[src/design/sfr_pkg.sv]
// Package for the sum-checked frame receiver: constants, codes and shared types.
// Used by the channel interfaces and by every module of the receiver.
package sfr_pkg;

  localparam int MAX_PAYLOAD = 32;
  localparam int IDX_W = $clog2(MAX_PAYLOAD);
  localparam int CNT_W = $clog2(MAX_PAYLOAD + 1);
  localparam int QUEUE_DEPTH = 2;
  localparam int QPTR_W = $clog2(QUEUE_DEPTH);
  localparam int QCNT_W = $clog2(QUEUE_DEPTH + 1);
  localparam int REG_IDX_W = 1;

  localparam logic [1:0] KIND_PAYLOAD = 2'd0;
  localparam logic [1:0] KIND_EMPTY = 2'd1;
  localparam logic [1:0] KIND_SUMERR = 2'd2;
  localparam logic [1:0] KIND_LENERR = 2'd3;

  localparam logic [REG_IDX_W-1:0] REG_HEADER = 1'b0;
  localparam logic [REG_IDX_W-1:0] REG_MAX_LEN = 1'b1;

  localparam logic [7:0] HEADER_RESET = 8'd170;
  localparam logic [5:0] MAX_LEN_RESET = 6'd32;
  localparam logic [15:0] ERR_MAX = 16'hFFFF;

  typedef enum logic [2:0] {
    F_IDLE,
    F_WANT_CMD,
    F_WANT_LEN,
    F_DATA,
    F_CHECK
  } front_state_t;

  typedef enum logic [1:0] {
    B_IDLE,
    B_READ,
    B_EMIT
  } back_state_t;

  typedef struct packed {
    logic [1:0]       kind;
    logic [7:0]       command;
    logic [7:0]       frame_length;
    logic [CNT_W-1:0] count;
    logic [15:0]      errors;
  } job_t;

  typedef struct packed {
    logic             en;
    logic [IDX_W-1:0] addr;
    logic [7:0]       data;
  } mem_wr_t;

  typedef struct packed {
    logic full;
    logic empty;
  } queue_status_t;

  typedef struct packed {
    logic drain_done;
  } back_status_t;

endpackage

[src/design/sfr_channels.sv]
// Channel interfaces of the frame receiver: received bytes, results and register writes.
// Depends on sfr_pkg for field widths.
interface sfr_in_if;
  import sfr_pkg::*;
  logic       valid;
  logic       ready;
  logic [7:0] rx_byte;
  modport source (output valid, output rx_byte, input ready);
  modport sink (input valid, input rx_byte, output ready);
endinterface

interface sfr_out_if;
  import sfr_pkg::*;
  logic             valid;
  logic             ready;
  logic [1:0]       kind;
  logic [7:0]       command;
  logic [7:0]       frame_length;
  logic [IDX_W-1:0] byte_index;
  logic [7:0]       payload_byte;
  logic             last;
  logic [15:0]      errors_seen;
  modport source (output valid, output kind, output command, output frame_length,
                  output byte_index, output payload_byte, output last,
                  output errors_seen, input ready);
  modport sink (input valid, input kind, input command, input frame_length,
                input byte_index, input payload_byte, input last,
                input errors_seen, output ready);
endinterface

interface sfr_cfg_if;
  import sfr_pkg::*;
  logic                 valid;
  logic                 ready;
  logic [REG_IDX_W-1:0] index;
  logic [7:0]           data;
  modport source (output valid, output index, output data, input ready);
  modport sink (input valid, input index, input data, output ready);
endinterface

[src/design/sum_checked_frame_receiver.sv]
// Top level of the sum-checked frame receiver: parser front end, job queue, result back end.
// Depends on sfr_pkg, sfr_channels, sfr_front, sfr_queue and sfr_back.
//
// The receiver takes one byte per clock in every frame phase while the job queue has room
// and, in the payload phase, no earlier frame still drains. Header, command, length and
// payload bytes cause no result; the length byte of an oversized frame and the checksum byte
// cause one job in a two-entry queue. Error and empty-frame jobs give one result each. A good
// frame of N payload bytes gives N results, one for each payload byte, each read from the
// registered read port of the 32-entry payload buffer in a read state and sent in an emit
// state, which waits while the result output is stalled. While that buffer still drains,
// payload bytes of the next frame wait at the input; header, command and length bytes are
// still taken unless the queue is full. Register writes take effect at once and the block
// needs no start-up sweep after reset.
module sum_checked_frame_receiver (
  input  logic clk,
  input  logic rst,
  sfr_in_if.sink    rx,
  sfr_out_if.source res,
  sfr_cfg_if.sink   cfg
);
  import sfr_pkg::*;

  logic          push;
  logic          pop;
  job_t          push_job;
  job_t          head;
  mem_wr_t       mem_wr;
  queue_status_t q_status;
  back_status_t  b_status;

  sfr_front u_front (
    .clk      (clk),
    .rst      (rst),
    .rx       (rx),
    .cfg      (cfg),
    .q_status (q_status),
    .b_status (b_status),
    .push     (push),
    .push_job (push_job),
    .mem_wr   (mem_wr)
  );

  sfr_queue u_queue (
    .clk      (clk),
    .rst      (rst),
    .push     (push),
    .push_job (push_job),
    .pop      (pop),
    .head     (head),
    .status   (q_status)
  );

  sfr_back u_back (
    .clk      (clk),
    .rst      (rst),
    .mem_wr   (mem_wr),
    .q_status (q_status),
    .head     (head),
    .pop      (pop),
    .res      (res),
    .b_status (b_status)
  );

endmodule

[src/design/sfr_front.sv]
// Front end of the frame receiver: byte parser, checksum, length check and error count.
// Depends on sfr_pkg and the channel interfaces; feeds sfr_queue and the payload buffer.
module sfr_front (
  input  logic                  clk,
  input  logic                  rst,
  sfr_in_if.sink                rx,
  sfr_cfg_if.sink               cfg,
  input  sfr_pkg::queue_status_t q_status,
  input  sfr_pkg::back_status_t  b_status,
  output logic                  push,
  output sfr_pkg::job_t         push_job,
  output sfr_pkg::mem_wr_t      mem_wr
);
  import sfr_pkg::*;

  front_state_t     phase;
  front_state_t     phase_next;
  logic [7:0]       header_byte;
  logic [5:0]       max_length;
  logic [7:0]       held_command;
  logic [CNT_W-1:0] held_length;
  logic [CNT_W-1:0] bytes_stored;
  logic [7:0]       running_sum;
  logic [15:0]      error_total;
  logic             drain_pending;

  logic             accept;
  logic [7:0]       b;
  logic [7:0]       sum_add;
  logic [5:0]       limit;
  logic             len_bad;
  logic [15:0]      err_inc;
  logic [CNT_W-1:0] stored_inc;

  assign b = rx.rx_byte;
  assign rx.ready = !q_status.full && !(phase == F_DATA && drain_pending);
  assign accept = rx.valid && rx.ready;
  assign cfg.ready = 1'b1;
  assign sum_add = running_sum + b;
  assign limit = (max_length < 6'(MAX_PAYLOAD)) ? max_length : 6'(MAX_PAYLOAD);
  assign len_bad = b > 8'(limit);
  assign err_inc = error_total + 16'(error_total != ERR_MAX);
  assign stored_inc = bytes_stored + 1'b1;

  always_comb begin
    phase_next = phase;
    case (phase)
      F_IDLE: begin
        if (accept && b == header_byte) phase_next = F_WANT_CMD;
      end
      F_WANT_CMD: begin
        if (accept) phase_next = F_WANT_LEN;
      end
      F_WANT_LEN: begin
        if (accept) begin
          if (len_bad) phase_next = F_IDLE;
          else if (b == 8'd0) phase_next = F_CHECK;
          else phase_next = F_DATA;
        end
      end
      F_DATA: begin
        if (accept && stored_inc >= held_length) phase_next = F_CHECK;
      end
      F_CHECK: begin
        if (accept) phase_next = F_IDLE;
      end
      default: phase_next = F_IDLE;
    endcase
  end

  always_comb begin
    push = 1'b0;
    push_job = '0;
    push_job.command = held_command;
    push_job.errors = error_total;
    mem_wr.en = accept && phase == F_DATA;
    mem_wr.addr = bytes_stored[IDX_W-1:0];
    mem_wr.data = b;
    case (phase)
      F_WANT_LEN: begin
        push = accept && len_bad;
        push_job.kind = KIND_LENERR;
        push_job.frame_length = b;
        push_job.errors = err_inc;
      end
      F_CHECK: begin
        push = accept;
        if (b != running_sum) begin
          push_job.kind = KIND_SUMERR;
          push_job.frame_length = 8'(held_length);
          push_job.errors = err_inc;
        end else if (held_length == '0) begin
          push_job.kind = KIND_EMPTY;
        end else begin
          push_job.kind = KIND_PAYLOAD;
          push_job.frame_length = 8'(held_length);
          push_job.count = held_length;
        end
      end
      default: push = 1'b0;
    endcase
  end

  always_ff @(posedge clk) begin
    if (rst) begin
      phase <= F_IDLE;
      header_byte <= HEADER_RESET;
      max_length <= MAX_LEN_RESET;
      held_command <= '0;
      held_length <= '0;
      bytes_stored <= '0;
      running_sum <= '0;
      error_total <= '0;
      drain_pending <= 1'b0;
    end else begin
      phase <= phase_next;
      if (cfg.valid && cfg.ready) begin
        case (cfg.index)
          REG_HEADER: header_byte <= cfg.data;
          REG_MAX_LEN: max_length <= cfg.data[5:0];
          default: header_byte <= header_byte;
        endcase
      end
      if (accept) begin
        case (phase)
          F_IDLE: running_sum <= b;
          F_WANT_CMD: begin
            held_command <= b;
            running_sum <= sum_add;
          end
          F_WANT_LEN: begin
            running_sum <= sum_add;
            if (!len_bad) begin
              held_length <= CNT_W'(b);
              bytes_stored <= '0;
            end
          end
          F_DATA: begin
            running_sum <= sum_add;
            bytes_stored <= stored_inc;
          end
          default: running_sum <= running_sum;
        endcase
      end
      if (push) error_total <= push_job.errors;
      if (push && push_job.kind == KIND_PAYLOAD) drain_pending <= 1'b1;
      else if (b_status.drain_done) drain_pending <= 1'b0;
    end
  end

`ifndef NO_ASSERTIONS
  a_no_push_when_full: assert property (@(posedge clk) disable iff (rst)
    push |-> !q_status.full)
    else $error("Job pushed into a full queue.");
  a_no_overwrite_drain: assert property (@(posedge clk) disable iff (rst)
    mem_wr.en |-> !drain_pending)
    else $error("Payload buffer written while the previous frame drains.");
  a_errors_monotonic: assert property (@(posedge clk) disable iff (rst)
    !$past(rst) |-> error_total >= $past(error_total))
    else $error("Error count decreased.");
  a_one_payload_job: assert property (@(posedge clk) disable iff (rst)
    (push && push_job.kind == KIND_PAYLOAD) |-> !drain_pending)
    else $error("Second payload job pushed before the first one drained.");
`endif

endmodule

[src/design/sfr_queue.sv]
// Two-entry job queue between the parser front end and the result back end.
// Depends on sfr_pkg for the job type.
module sfr_queue (
  input  logic                   clk,
  input  logic                   rst,
  input  logic                   push,
  input  sfr_pkg::job_t          push_job,
  input  logic                   pop,
  output sfr_pkg::job_t          head,
  output sfr_pkg::queue_status_t status
);
  import sfr_pkg::*;

  job_t              slots [QUEUE_DEPTH];
  logic [QPTR_W-1:0] wr_ptr;
  logic [QPTR_W-1:0] rd_ptr;
  logic [QCNT_W-1:0] fill;

  assign head = slots[rd_ptr];
  assign status.full = fill == QCNT_W'(QUEUE_DEPTH);
  assign status.empty = fill == '0;

  always_ff @(posedge clk) begin
    if (push) slots[wr_ptr] <= push_job;
  end

  always_ff @(posedge clk) begin
    if (rst) begin
      wr_ptr <= '0;
      rd_ptr <= '0;
      fill <= '0;
    end else begin
      if (push) wr_ptr <= (wr_ptr == QPTR_W'(QUEUE_DEPTH - 1)) ? '0 : wr_ptr + 1'b1;
      if (pop) rd_ptr <= (rd_ptr == QPTR_W'(QUEUE_DEPTH - 1)) ? '0 : rd_ptr + 1'b1;
      fill <= fill + QCNT_W'(push) - QCNT_W'(pop);
    end
  end

endmodule

[src/design/sfr_back.sv]
// Back end of the frame receiver: payload buffer and result sequencer with output register.
// Depends on sfr_pkg and the channel interfaces; takes jobs from sfr_queue.
module sfr_back (
  input  logic                   clk,
  input  logic                   rst,
  input  sfr_pkg::mem_wr_t       mem_wr,
  input  sfr_pkg::queue_status_t q_status,
  input  sfr_pkg::job_t          head,
  output logic                   pop,
  sfr_out_if.source              res,
  output sfr_pkg::back_status_t  b_status
);
  import sfr_pkg::*;

  back_state_t      state;
  back_state_t      state_next;
  logic [7:0]       mem [MAX_PAYLOAD];
  logic [7:0]       rd_data;
  job_t             job;
  logic [IDX_W-1:0] idx;

  logic             out_valid;
  logic [1:0]       out_kind;
  logic [7:0]       out_command;
  logic [7:0]       out_frame_length;
  logic [IDX_W-1:0] out_byte_index;
  logic [7:0]       out_payload_byte;
  logic             out_last;
  logic [15:0]      out_errors;

  logic             slot_free;
  logic             last_entry;
  logic             load_direct;
  logic             load_payload;

  assign slot_free = !out_valid || res.ready;
  assign last_entry = (CNT_W'(idx) + 1'b1) == job.count;

  always_comb begin
    state_next = state;
    case (state)
      B_IDLE: begin
        if (!q_status.empty && head.kind == KIND_PAYLOAD) state_next = B_READ;
      end
      B_READ: state_next = B_EMIT;
      B_EMIT: begin
        if (slot_free) state_next = last_entry ? B_IDLE : B_READ;
      end
      default: state_next = B_IDLE;
    endcase
  end

  always_comb begin
    pop = 1'b0;
    load_payload = 1'b0;
    case (state)
      B_IDLE: pop = !q_status.empty && (head.kind == KIND_PAYLOAD || slot_free);
      B_EMIT: load_payload = slot_free;
      default: pop = 1'b0;
    endcase
    load_direct = pop && head.kind != KIND_PAYLOAD;
    b_status.drain_done = load_payload && last_entry;
  end

  always_ff @(posedge clk) begin
    if (mem_wr.en) mem[mem_wr.addr] <= mem_wr.data;
    rd_data <= mem[idx];
  end

  always_ff @(posedge clk) begin
    if (pop) job <= head;
    if (load_direct) begin
      out_kind <= head.kind;
      out_command <= head.command;
      out_frame_length <= head.frame_length;
      out_byte_index <= '0;
      out_payload_byte <= '0;
      out_last <= 1'b1;
      out_errors <= head.errors;
    end else if (load_payload) begin
      out_kind <= KIND_PAYLOAD;
      out_command <= job.command;
      out_frame_length <= job.frame_length;
      out_byte_index <= idx;
      out_payload_byte <= rd_data;
      out_last <= last_entry;
      out_errors <= job.errors;
    end
  end

  always_ff @(posedge clk) begin
    if (rst) begin
      state <= B_IDLE;
      idx <= '0;
      out_valid <= 1'b0;
    end else begin
      state <= state_next;
      if (pop) idx <= '0;
      else if (load_payload && !last_entry) idx <= idx + 1'b1;
      if (load_direct || load_payload) out_valid <= 1'b1;
      else if (res.ready) out_valid <= 1'b0;
    end
  end

  assign res.valid = out_valid;
  assign res.kind = out_kind;
  assign res.command = out_command;
  assign res.frame_length = out_frame_length;
  assign res.byte_index = out_byte_index;
  assign res.payload_byte = out_payload_byte;
  assign res.last = out_last;
  assign res.errors_seen = out_errors;

`ifndef NO_ASSERTIONS
  a_no_load_on_stall: assert property (@(posedge clk) disable iff (rst)
    (out_valid && !res.ready) |-> !(load_direct || load_payload))
    else $error("Result register overwritten while stalled.");
  a_pop_nonempty: assert property (@(posedge clk) disable iff (rst)
    pop |-> !q_status.empty)
    else $error("Job taken from an empty queue.");
  a_read_then_emit: assert property (@(posedge clk) disable iff (rst)
    state == B_READ |=> state == B_EMIT)
    else $error("Payload read not followed by emit.");
`endif

endmodule
[src/flat_wrapper.sv]
// flat-port wrapper written by rule: the top's interface ports become plain ports
module sum_checked_frame_receiver_flat import sfr_pkg::*;
  (clk, rst, rx_valid, rx_rx_byte, rx_ready, res_valid, res_kind, res_command, res_frame_length, res_byte_index, res_payload_byte, res_last, res_errors_seen, res_ready, cfg_valid, cfg_index, cfg_data, cfg_ready);
  sfr_in_if rx_i ();
  sfr_out_if res_i ();
  sfr_cfg_if cfg_i ();
  input  logic clk;
  input  logic rst;
  input wire logic [$bits(rx_i.valid)-1:0] rx_valid;
  input wire logic [$bits(rx_i.rx_byte)-1:0] rx_rx_byte;
  output wire logic [$bits(rx_i.ready)-1:0] rx_ready;
  output wire logic [$bits(res_i.valid)-1:0] res_valid;
  output wire logic [$bits(res_i.kind)-1:0] res_kind;
  output wire logic [$bits(res_i.command)-1:0] res_command;
  output wire logic [$bits(res_i.frame_length)-1:0] res_frame_length;
  output wire logic [$bits(res_i.byte_index)-1:0] res_byte_index;
  output wire logic [$bits(res_i.payload_byte)-1:0] res_payload_byte;
  output wire logic [$bits(res_i.last)-1:0] res_last;
  output wire logic [$bits(res_i.errors_seen)-1:0] res_errors_seen;
  input wire logic [$bits(res_i.ready)-1:0] res_ready;
  input wire logic [$bits(cfg_i.valid)-1:0] cfg_valid;
  input wire logic [$bits(cfg_i.index)-1:0] cfg_index;
  input wire logic [$bits(cfg_i.data)-1:0] cfg_data;
  output wire logic [$bits(cfg_i.ready)-1:0] cfg_ready;
  assign rx_i.valid = rx_valid;
  assign rx_i.rx_byte = rx_rx_byte;
  assign rx_ready = rx_i.ready;
  assign res_valid = res_i.valid;
  assign res_kind = res_i.kind;
  assign res_command = res_i.command;
  assign res_frame_length = res_i.frame_length;
  assign res_byte_index = res_i.byte_index;
  assign res_payload_byte = res_i.payload_byte;
  assign res_last = res_i.last;
  assign res_errors_seen = res_i.errors_seen;
  assign res_i.ready = res_ready;
  assign cfg_i.valid = cfg_valid;
  assign cfg_i.index = cfg_index;
  assign cfg_i.data = cfg_data;
  assign cfg_ready = cfg_i.ready;
  sum_checked_frame_receiver u_core (.clk(clk), .rst(rst), .rx(rx_i), .res(res_i), .cfg(cfg_i));
endmodule
[config.mk]
export PLATFORM = sky130hd
export DESIGN_NAME = sum_checked_frame_receiver_flat
export DESIGN_NICKNAME = d
export VERILOG_FILES = /design/src/design/sfr_pkg.sv /design/src/design/sfr_channels.sv /design/src/design/sum_checked_frame_receiver.sv /design/src/design/sfr_front.sv /design/src/design/sfr_queue.sv /design/src/design/sfr_back.sv /design/src/flat_wrapper.sv
export SDC_FILE = /design/constraint.sdc
export NUM_CORES = 1
export LEC_CHECK = 0
export BUFFER_PORTS_ARGS = -buffer_cell sky130_fd_sc_hd__buf_2
export CORE_AREA = 2 2 209 211
export DETAILED_ROUTE_END_ITERATION = 12
export DIE_AREA = 0 0 211 213
export PLACE_DENSITY = 0.65
export SLEW_MARGIN = 10
export SYNTH_ARGS = -nofsm -noshare
export SYNTH_HDL_FRONTEND = slang
export SYNTH_SLANG_ARGS = --single-unit
[constraint.sdc]
create_clock -name clk -period 5.2 [get_ports clk]
set_input_delay 0.26 -clock clk [delete_from_list [all_inputs] [get_ports clk]]
set_output_delay 0.26 -clock clk [all_outputs]
set_load 0.02 [all_outputs]
Word-level counts from Yosys, hierarchy flattened
Memory sizes are Yosys's and may differ from the RTL's. A register that Yosys moved wholly into a read port is not among the register bits.
Index checks and enable logic that the tools add are counted.

word-level totals
  register bits = 160
  RAM bits = 336
  bits of input ports = 22
  output and inout bits = 51
  logic and storage cells = 154
  memories kept = 2

memories
  memory                depth  bits a word  read ports  clocked after Yosys merged registers in  write ports  RTL line         source
  u_core.u_back.mem     32     8            1           1                                        1            sfr_back.sv:17   logic [7:0] mem [MAX_PAYLOAD];
  u_core.u_queue.slots  2      40           1           1                                        1            sfr_queue.sv:14  job_t slots [QUEUE_DEPTH];

cells by class
  $add $sub $neg = 9
  $lt $le $gt $ge = 3
  equality and inequality tests = 19
  muxes and demuxes = 49
  bitwise operators = 2
  reduce and logical (&&, ||, !) cells = 44

operator list
  cell                                         number
  2-to-1 mux 16 bit                            3
  2-to-1 mux 8 bit                             4
  case mux 16 bit (2 select lines)             1
  case mux 8 bit (2 select lines)              2
  2-to-1 mux 6 bit                             5
  2-to-1 mux 3 bit                             7
  adder 16 x 1 -> 16 bit                       1
  2-to-1 mux 1 bit                             16
  != test 16 bit, second input constant        1
  case mux 3 bit (5 select lines)              1
  != test 2 bit, second input constant         7
  logical AND 1 bit                            13
  2-to-1 mux 12 bit                            1
  case mux 6 bit (2 select lines)              1
  nonzero test 2 bit                           6
  2-to-1 mux 2 bit                             5
  AND reduction 2 bit                          5
  adder 8 bit                                  1
  equality test 8 bit                          1
  greater-than comparator 8 x 6 -> 1 bit       1
  logical NOT 2 bit                            4
  logical NOT 8 bit                            1
  != test 8 bit                                1
  adder 5 x 1 -> 6 bit, second input constant  1
  other kinds (26)                             37

Logic depth before layout (Yosys ltp)
Gate-level depths: netlist of the first run.

  depth in word-level cells = 9
  depth in mapped cells = 15
  mapped depth without buffers = 13

Hierarchy
Synthesis of the first run repeated with hierarchy kept, for this count alone.

unflattened totals
  cell total of the unflattened synthesis = 1307
  area total of the unflattened synthesis = 20817.5 µm²

modules (own cells, without submodules)
  module     times used  cells each  area each (µm²)
  sfr_back   1           649         13614.3
  sfr_front  1           513         4088.9
  sfr_queue  1           145         3114.2

Worst setup path after synthesis of the first run
Ideal clock, no wire load.

  path kind = reg2reg
  start = register u_core.u_front.max_length[5]
  end = memory u_core.u_queue.slots[0][0] (netlist name), enable pin
  setup time = 0.437 ns
  data arrival time = 3.474 ns
  setup slack = 1.289 ns
  stages on the path, launching flop included = 11
  path buffers = 2
  clock period less this slack = 3.911 ns
  cell sequence = dfxtp_1 -> inv_1 -> nand2_1 -> ha_1 -> and4bb_2 -> and2_1 -> a211oi_1 -> o21ai_2 -> buf_4 -> buf_4 -> nor2_1

between the ends
  cells in the longest elaborated chain, start to end = 7

ends and longest elaborated chain
  item                                      RTL line          source
  from (decl)                               sfr_front.sv:19   logic [5:0] max_length;
  from (signal assigned)                    sfr_front.sv:120  REG_MAX_LEN: max_length <= cfg.data[5:0];
  less-than comparator 6 bit                sfr_front.sv:40   assign limit = (max_length < 6'(MAX_PAYLOAD)) ? max_length : 6'(MAX_PAYLOAD);
  2-to-1 mux 6 bit *                        sfr_front.sv:40
  greater-than comparator 8 x 6 -> 1 bit *  sfr_front.sv:41   assign len_bad = b > 8'(limit);
  logical AND 1 bit *                       sfr_front.sv:81   push = accept && len_bad;
  case mux 1 bit (2 select lines) *         sfr_front.sv:79   case (phase)
  2-to-1 mux 1 bit *                        sfr_queue.sv:24   if (push) slots[wr_ptr] <= push_job;
  2-to-1 mux 1 bit (not written as such) *  sfr_queue.sv:24
  to (decl)                                 sfr_queue.sv:14

Mark *: on every way between the ends. The rest lies on a longest branch, timed or not.

==> results.md, run 1 <==
- Clk slew on worst S/H paths: 0.06 ns
- Fin nets: around 1400
- Status: complete, no violations
- Post-CTS Setup Bufs: 0
- Placer congestion estimate: 0.767
- Skew final: about 0.016 ns
- RSZ-0062 raised after global routing: false
- IO Port Bufs: 71
- Logic pwr share: between 10% and 20%
- Core area: approximately 43000 µm²
- Final setup violation count: 0
- Worst-Margin Slew: approximately 1.2 ns
- Initial antenna violation count: 1
- Post-synthesis mux area share: around 14%
- Maximum number of pins on one net before global-route repair: 48
- Resize count post-CTS: 0
- Worst path cell trace: a21oi_1 > a2111o_1 > inv_2 > buf_4 > ha_1 > inv_1 > ha_1 > xor2_1 > xnor2_1 > nor2_1
- Gr usage total: 19.2%
- Final antenna-violating net count: 0
- Synth top area share: about 60%
- Post-Synth XOR/XNOR Area: about 1.9%
- Setup TNS: 0 ns
- Crit path max fanout: 45
- Deepest clock path buffer count: 3
- CP max stage cell: dfxtp_2
- #FFs+latches synth: a little over 500
- Layout cells sized above 1: 22.7%
- Diodes inserted: 0
- Synth Net Count: roughly 1300
- Cell taking the most area after synthesis: edfxtp_1
- Worst Path Required: ~5.7 ns
- Mapped Area: ~21000 µm²
- Drt first pass iters: 5
- Vias per Instance: between 5 and 6
- Critical path class: reg2reg
- Switching part of the total power: 25.7%
- Global-route wire length before repair: 65100 µm
- Main combinational cell family by area after synthesis: multiplexers
- FF+latch area: between 10000 and 15000 µm²
- Root Driver: clkbuf_16
- Relative slew slack: a little under a quarter
- CTS Sinks: slightly above 500
- Worst hold slack: ~0.047 ns
- Number of fill cells: about 3300
- Final worst path period share: between 60% and 70%
- Total vias in the final route: 11100
- Drt wl/cell: around 21 µm
- Fmax: between 0.2 and 0.3 GHz
- CP arrival: 3.79 ns
- Synth area leaders: edfxtp_1 (59%), dfxtp_1 (9.4%), mux4_2 (6.8%)
- Post-synthesis simple-gate area fraction: 7.86%
- H-Tree Depth: 2
- Internal power: roughly 7.5 mW
- Most used cell, CP: ha_1
- Worst-skew pair later-pin latency: 0.60 ns
- Switching power: 2.60 mW
- Multi-input logic area: between 6000 and 7000 µm²
- Vias in the first global route: about 11000
- HPWL after DPL: 26500 µm
- Critical Path Start Type: flip-flop
- Yosys warns: 0
- Tmin final: 3.34 ns
- Layout area overhead: 12.7%
- VDD IR max: 384 µV
- Crit-path max cell delay: 1.00 ns
- Maxcap violations: 0
- Avg Inst Size Synth: 16.1 µm²
- Routed WL: between 40000 and 50000 µm
- 1st-iter DRT viols: 896
- Post-synth top flop: edfxtp_1
- Syn Inst Count: 1286
- Chip height: 213 µm
- Cell Rows: between 70 and 80
- Post-synth ARST share: 0%
- Library cells used by synthesis: 73
- CTS tree: built
- Leakage power: 7.84 nW
- Chip Width: ~210 µm
- Final hold viol count: 0
- Sequential power share: 49.4%
- Hold Path Class: in2reg
- Clock share of power: between 30 and 40%
- Most frequent cells in the layout: edfxtp_1 (408), dfxtp_1 (94), nor2_1 (91)
- Clock buffer count from CTS: between 50 and 60
- Number of synthesized flops with an enable pin: ~400
- CP endpoint kind: flip-flop
- Register area share after synthesis: about 68%
- Full die area: ~45000 µm²
- Commonest non-fill, non-tap cell in the layout: edfxtp_1
- Pwr per Cell Area: 434 nW/µm²
- Adder-cell share of the synthesized area: 1.79%
- DRC: 0
- Num ports: 73
- Grt total ovfl: 0
- Synth Area in Compound Gates: around 3.5%
- Max-slew violations: 0
- Starting density of the core: around 49%
-- path summary, 6_finish.rpt --
path                                  endpoint  slack, ns                     start  depth (start not counted)
max reg2reg             u_core.u_queue.fill[1]       1.86                 flip-flop                         10
min                     u_core.u_back.state[1]       0.05                 res_ready                          4
max                     u_core.u_queue.fill[1]       1.86                 flip-flop                         10
min reg2reg  u_core.u_back.res.payload_byte[6]       0.44  u_core.u_back.rd_data[6]                          2
-- critical path: cells and delay by family, from the launching register on --
| family | cells | cell delay, ns |
|---|---|---|
| AOI/OAI and AO/OA | 2 | 0.70 |
| adders and majority gates | 2 | 0.48 |
| and+or+nand+nor | 1 | 0.05 |
| buffers and inverters | 3 | 0.62 |
| DFF | 1 | 1.00 |
| xor gates and xnor gates | 2 | 0.32 |
-- synth_stat cells, types with 7 or more instances --
master,instances
o21ai_0,12
nand3_1,27
xnor2_1,36
ha_1,28
mux2_2,77
nand3b_1,11
mux2i_1,19
clkbuf_1,27
nor3_1,18
a211oi_1,7
nand2_1,90
mux4_2,63
and2_1,13
a21oi_1,49
edfxtp_1,408
nor2_1,93
inv_1,17
or3_1,14
nor2b_1,13
a22oi_1,8
dfxtp_1,97
buf_2,15
mux4_1,17
buf_4,9
xor2_1,10
-- per-stage QoR --
stage | util [%] | instances | cell area (µm²) | worst slack (ns) | power, mW
floorplan | - | 1286 | 20700 | 1.29 | 5.71
global placement | 50.4 | 1849 | 21500 | 1.62 | 6.58
detailed placement | 50.4 | 1849 | 21500 | 1.51 | 6.59
CTS | 54.6 | 1959 | 23300 | 1.80 | 10.3
global route | 54.7 | 1961 | 23400 | 1.56 | 10.6
finish | 54.7 | 1961 | 23400 | 1.86 | 10.1
-- cells by family (layout without fill, tap and decap cells) --
logic type,Yosys count,count (layout)
adder cells (fa/ha/maj),29,29
AND/OR/NAND/NOR,326,326
XOR/XNOR,46,46
AO/OA/AOI/OAI,115,115
flip-flops,505,505
other,1,1
buffers and inverters,83,212
multiplexers,181,181
-- power groups by stage --
stage	clock network, mW	registers (mW)	logic [mW]
2_1_floorplan	0	4.91	0.802
3_5_place_dp	0	5.10	1.49
4_1_cts	3.73	5.02	1.51
5_1_grt	3.89	5.06	1.62
3_3_place_gp	0	5.09	1.48
6_report	3.65	5.01	1.49
-- sequential cells by signal, summed over array words and instances, names as in the netlist, 6 cells and up, named ones only --
name	flops
u_core.u_back.mem	256
u_core.u_front.held_length	6
u_core.u_back.rd_data	8
u_core.u_front.held_command	8
u_core.u_back.res.payload_byte	8
u_core.u_front.bytes_stored	6
u_core.u_back.job	38
u_core.u_back.res.errors_seen	16
u_core.u_queue.slots	80
u_core.u_front.header_byte	8
u_core.u_front.max_length	6
u_core.u_back.res.frame_length	8
u_core.u_front.running_sum	8
u_core.u_front.error_total	16
u_core.u_back.res.command	8
-- cell type report --
| type | instances | share of cell area [%] |
|---|---|---|
| clock buffers | 65 | 5.96 |
| clock inverters | 34 | 1.27 |
| inverters | 18 | 0.289 |
| multi-input cells | 698 | 26.2 |
| flip-flops and latches | 505 | 60.8 |
| well taps | 546 | 2.92 |
| repair buffers | 95 | 2.57 |
-- what timing repair did --
item / in CTS / in global routing
hold buffers: 11 / 0
endpoints found under the setup margin: 0 / 0
endpoints found under the hold margin: 13 / 0
-- routing by layer --
layer / vias to the layer above / GRT usage (%) / routed length [µm]
li1: 5129 / - / -
met1: 5607 / 27.1 / 19100
met2: 257 / 31.1 / 20000
met3: 75 / 3.53 / 1940
met4: 2 / 5.15 / 872
met5: - / 0 / 13
Note: power is estimated with default switching activity, not from simulation.
==> run 2: changes to the inputs <==
==> constraint.sdc (replaced) <==
create_clock -name clk -period 3.3 [get_ports clk]
set_input_delay 0.165 -clock clk [delete_from_list [all_inputs] [get_ports clk]]
set_output_delay 0.165 -clock clk [all_outputs]
set_load 0.02 [all_outputs]
==> run 2 against run 1 <==
Effect of this change:
- power is 48% higher
- wire length up 3.0%
- via count increased by 1.5%
- clock skew up 0.0037 ns
- first-iteration DRC count grew 12%
- largest cell class unchanged
==> results.md, run 2 (same netlist as run 1, synthesis figures left out) <==
- FF+latch area: 14200 µm²
- HPWL after DPL: ~28000 µm
- CP endpoint kind: flip-flop
- Number of fill cells: between 3000 and 4000
- DP Worst Slack: 0.514 ns
- Worst Hold Depth: 2
- Final setup violation count: 0
- Initial antenna violation count: 1
- Chip height: 213 µm
- Gr usage total: roughly a fifth
- Fin nets: approximately 1500
- Chip Width: roughly 210 µm
- Worst-Margin Slew: between 0.8 and 0.9 ns
- Tmin final: ~2.8 ns
- Global-route wire length before repair: ~67000 µm
- Pwr per Cell Area: about 630 nW/µm²
- CP arrival: approximately 3.3 ns
- Status: complete, no violations
- Drt first pass iters: 5
- RSZ-0062 raised after global routing: false
- Vias per Instance: ~5.6
- Final design utilization: between 50% and 60%
- Core area: between 40000 and 50000 µm²
- CTS tree: built
- Worst Path Required: 3.75 ns
- Total vias in the final route: 11200
- Worst Hold Launch: rx_rx_byte[4]
- Maximum number of pins on one net before global-route repair: 51
- Max reg flops: 256
- Most frequent cells in the layout: edfxtp_1 (408), dfxtp_1 (94), nor2_1 (91)
- Starting density of the core: between 40 and 50%
- Placer congestion estimate: between 0.7 and 0.8
- Crit path max fanout: 8
- VDD IR max: about 470 µV
- Hold worst-path end: u_core.u_back.mem[23][4]
- Layout cells sized above 1: between 20 and 30%
- Power, Total: roughly 15 mW
- Layout area overhead: 14.5%
- Leakage power: 7.95 nW
- DRC: 0
- Largest regs: u_core.u_back.mem x256, u_core.u_queue.slots x80, u_core.u_back.job x38
- CTS Sinks: just over 500
- Post-CTS Setup Bufs: 0
- Grt total ovfl: 0
- Clock buffer count from CTS: 50
- IO Port Bufs: 71
- Final antenna-violating net count: 0
- Maxcap violations: 0
- Full die area: around 45000 µm²
- H-Tree Depth: 2
- Flop2flop setup slack: between 0.4 and 0.5 ns
- Final hold viol count: 0
- Hold Path Class: in2reg
- Crit Reg-Reg Endpoint: u_core.u_front.phase[1]
- Setup TNS: 0 ns
- Clk slew on worst S/H paths: 0.06 ns
- Worst Setup SP: u_core.u_front.bytes_stored[0]
- Drt wl/cell: roughly 21 µm
- Root Driver: clkbuf_16
- R2r worst-path depth: 10
- Worst hold slack: about 0.081 ns
- Worst-skew pair later-pin latency: around 0.58 ns
- Multi-input logic area: approximately 6000 µm²
- Reg-to-reg startpoint: u_core.u_front.bytes_stored[0]
- Critical Path Start Type: flip-flop
- Most flop-heavy register: u_core.u_back.mem
- Max-slew violations: 0
- Skew final: roughly 0.020 ns
- Vias in the first global route: 11300
- Num ports: 73
- Diodes inserted: 0
- Final worst setup slack: ~0.47 ns
- Final worst path period share: 85.8%
- Fmax: 0.353 GHz
- Deepest clock path buffer count: 3
- Relative slew slack: between 40 and 50%
- Routed WL: ~43000 µm
- Cell Rows: 76
- 1st-iter DRT viols: a little over 1000
- Critical path class: reg2reg
- Commonest non-fill, non-tap cell in the layout: edfxtp_1
## run 2: metrics by stage
| stage | instance area [µm²] | cells |
|---|---|---|
| finish | 23700 | 2014 |
| detailed placement | 22000 | 1907 |
| floorplan | 20700 | 1286 |
| global placement | 22000 | 1907 |
| CTS | 23700 | 2014 |
| global route | 23700 | 2014 |
## run 2: critical path, stage by stage, from the launching register on
cell	delay, ns
dfxtp_1	0.47
ha_1	0.31
nand3_1	0.12
xnor2_1	0.27
ha_1	0.30
a21o_1	0.18
a211oi_1	0.21
o21ai_0	0.27
nand3_1	0.22
nor4_1	0.06
a211o_1	0.31
## run 2: metal layers
| layer | track usage, % | routed length (µm) |
|---|---|---|
| met5 | 0 | 7 |
| met4 | 4.57 | 627 |
| met3 | 3.81 | 2420 |
| met2 | 31.4 | 20400 |
| met1 | 28.5 | 19700 |
## run 2: area by class of cell
cell class / instances / share of cell area (%)
multi-input cells: 698 / 25.8
flip-flops and latches: 505 / 59.8
clock inverters: 29 / 1.05
inverters: 18 / 0.285
clock buffers: 63 / 5.61
well taps: 546 / 2.88
repair buffers: 155 / 4.52
## run 2: how the worst max path moves through the flow
stage,slack (ns),end,cells past startpoint
after global placement,0.56,u_core.u_queue.slots[1][34],10
after global routing,0.36,u_core.u_front.phase[1],10
after floorplan,-0.61,u_core.u_queue.slots[0][0],10
after CTS,0.49,u_core.u_queue.slots[0][29],10
after detailed placement,0.51,u_core.u_queue.slots[0][34],10
final,0.47,u_core.u_front.phase[1],10
## run 2: timing repair
action / 4_1_cts / 5_1_grt
hold buffers: 15 / 0
hold endpoints to repair: 18 / 0
resized for setup: 0 / 0
## run 2: where the power goes
part           leakage [nW]  total [mW]  internal, mW  switching (mW)
sequential             4.49        7.49          7.34           0.146
combinational          2.69        2.02         0.823            1.20
clock                 0.770        5.51          3.17            2.34
total                  7.95        15.0          11.3            3.69
==> run 3: changes to the inputs <==
--- a/config.mk
+++ b/config.mk
@@ -7,9 +7,12 @@
 export LEC_CHECK = 0
 export BUFFER_PORTS_ARGS = -buffer_cell sky130_fd_sc_hd__buf_2
 export CORE_AREA = 2 2 209 211
+export CTS_CLUSTER_DIAMETER = 50
 export DETAILED_ROUTE_END_ITERATION = 12
 export DIE_AREA = 0 0 211 213
 export PLACE_DENSITY = 0.65
+export RECOVER_POWER = 100
+export SETUP_SLACK_MARGIN = 0.05
 export SLEW_MARGIN = 10
 export SYNTH_ARGS = -nofsm -noshare
 export SYNTH_HDL_FRONTEND = slang
==> run 3 against run 2 <==
Effect of this change:
- the run now ends with max-capacitance violations, max-slew violations left
- worst hold slack better by 0.042 ns
- sequential share of layout area up 0.21 points
- clock skew down 0.0035 ns
- utilization down 0.20 points
- die area unchanged
- sequential cell count unchanged
- global-route usage about the same
- via count up 0.91%
- combinational power down 5%
- fmax down 3.4%
- largest cell class unchanged
==> results.md, run 3 (same netlist as run 1, synthesis figures left out) <==
- Maximum number of pins on one net before global-route repair: 51
- Clock buffer count from CTS: between 50 and 60
- R2r worst-path depth: 4
- Clk slew on worst S/H paths: 0.06 ns
- Resize count post-CTS: 0
- IO Port Bufs: ~70
- Most used cell, CP: mux4_2
- Layout cells sized above 1: between 10% and 20%
- Diodes inserted: 0
- Chip height: between 200 and 250 µm
- VDD IR max: approximately 470 µV
- Pwr per Cell Area: roughly 650 nW/µm²
- Full die area: between 40000 and 50000 µm²
- Final worst setup slack: between 0.3 and 0.4 ns
- Vias per Instance: around 5.6
- Max reg flops: between 200 and 300
- Chip Width: between 200 and 250 µm
- Flop2flop setup slack: between 0.3 and 0.4 ns
- Crit path max fanout: 30
- Reg-to-reg startpoint: u_core.u_back.idx[0]
- Tmin final: approximately 2.9 ns
- CTS Sinks: roughly 500
- Worst Hold Launch: rx_rx_byte[0]
- Worst Hold Depth: 5
- Final antenna-violating net count: 0
- Worst path cell trace: clkbuf_4 > mux4_2 > mux4_2 > mux2_1
- Relative slew slack: -49.4%
- DP Worst Slack: 0.514 ns
- Skew final: around 0.017 ns
- Grt total ovfl: 0
- DRC: 0
- Status: finished, violations left
- Final worst path period share: between 80% and 90%
- Largest regs: u_core.u_back.mem x256, u_core.u_queue.slots x80, u_core.u_back.job x38
- Fin nets: approximately 1500
- H-Tree Depth: 2
- Core area: 42700 µm²
- Power, Total: 15.4 mW
- Drt first pass iters: 5
- Fmax: approximately 0.34 GHz
- Root Driver: clkbuf_16
- Placed inst area: about 22000 µm²
- Buf/Inv on CP: 1
- Routed WL: ~43000 µm
- Most frequent cells in the layout: edfxtp_1 (408), clkbuf_1 (111), dfxtp_1 (95)
- Total vias in the final route: 11300
- Critical path's top delay family: multiplexers
- Critical path class: reg2reg
- Commonest non-fill, non-tap cell in the layout: edfxtp_1
- Starting density of the core: 48.6%
- Failing checks: max-capacitance violations, max-slew violations
- CP max stage cell: clkbuf_4
- CTS Hold Bufs: 14
- Post-route cell area: ~24000 µm²
- Worst-Margin Slew: between 2 and 2.5 ns
- Hold worst-path end: u_core.u_front.held_command[0]
- CP endpoint kind: flip-flop
- Cell Rows: 76
- Final hold viol count: 0
- Crit-path max cell delay: between 0.6 and 0.7 ns
- Hold Path Class: in2reg
- Most flop-heavy register: u_core.u_back.mem
- Max-slew violations: approximately 160
- HPWL after DPL: between 20000 and 30000 µm
- Initial antenna violation count: 2
- Num ports: 73
- Leakage power: about 7.7 nW
- Final setup violation count: 0
- Worst Setup SP: u_core.u_back.idx[0]
- Maxcap violations: 4
- Gr usage total: 19.8%
- CTS tree: built
- Placer congestion estimate: slightly below 0.8
- CP arrival: 3.38 ns
- Vias in the first global route: between 10000 and 15000
- Drt wl/cell: around 21 µm
- Post-CTS Setup Bufs: 0
- 1st-iter DRT viols: 1025
- Worst Path Required: approximately 3.8 ns
- RSZ-0062 raised after global routing: false
- Worst-skew pair later-pin latency: 0.59 ns
- Crit Reg-Reg Endpoint: u_core.u_back.rd_data[4]
- Critical Path Start Type: flip-flop
- Global-route wire length before repair: ~67000 µm
- Layout area overhead: 14.1%
- Worst hold slack: between 0.1 and 0.15 ns
- Deepest clock path buffer count: 3
## run 3: routing by layer
layer	vias to the layer above	track usage, %	wire (µm)
met1	5743	28.4	19900
met2	283	31.4	20400
met4	2	4.54	603
met3	49	4.06	2470
li1	5256	-	-
met5	-	0	7
## run 3: tightest hold or removal path, stage by stage
cell and delay, ns:
buf_2 0.10, inv_1 0.10, nor2_1 0.11, a21oi_1 0.14
nor2_1 0.05
## run 3: cell type report
class | instances | area [µm²]
Fill cell | 3439 | 19100
Sequential cell | 505 | 14200
Multi-Input combinational cell | 698 | 6100
Clock buffer | 68 | 1480
Timing Repair Buffer | 154 | 811
Tap cell | 546 | 683
Clock inverter | 32 | 308
Inverter | 18 | 67.6
## run 3: how the worst max path moves through the flow
stage	to	slack [ns]	cells past startpoint
6_report	u_core.u_back.rd_data[4]	0.37	4
5_1_grt	u_core.u_back.mem[15][6]	0.19	5
4_1_cts	u_core.u_queue.slots[0][29]	0.50	10
3_5_place_dp	u_core.u_queue.slots[0][34]	0.51	10
3_3_place_gp	u_core.u_queue.slots[1][34]	0.56	10
2_1_floorplan	u_core.u_queue.slots[0][0]	-0.61	10
## run 3: power breakdown
group | switching, mW | internal, mW | total [mW]
sequential | 0.147 | 7.35 | 7.50
combinational | 1.20 | 0.722 | 1.92
clock | 2.48 | 3.51 | 5.99
## run 3: per-stage QoR
step,util (%),cells,TNS (ns)
2_1_floorplan,-,1286,-48.88
3_3_place_gp,51.5,1907,0
3_5_place_dp,51.5,1907,0
4_1_cts,56.0,2021,0
5_1_grt,55.4,2021,0
6_report,55.4,2021,0
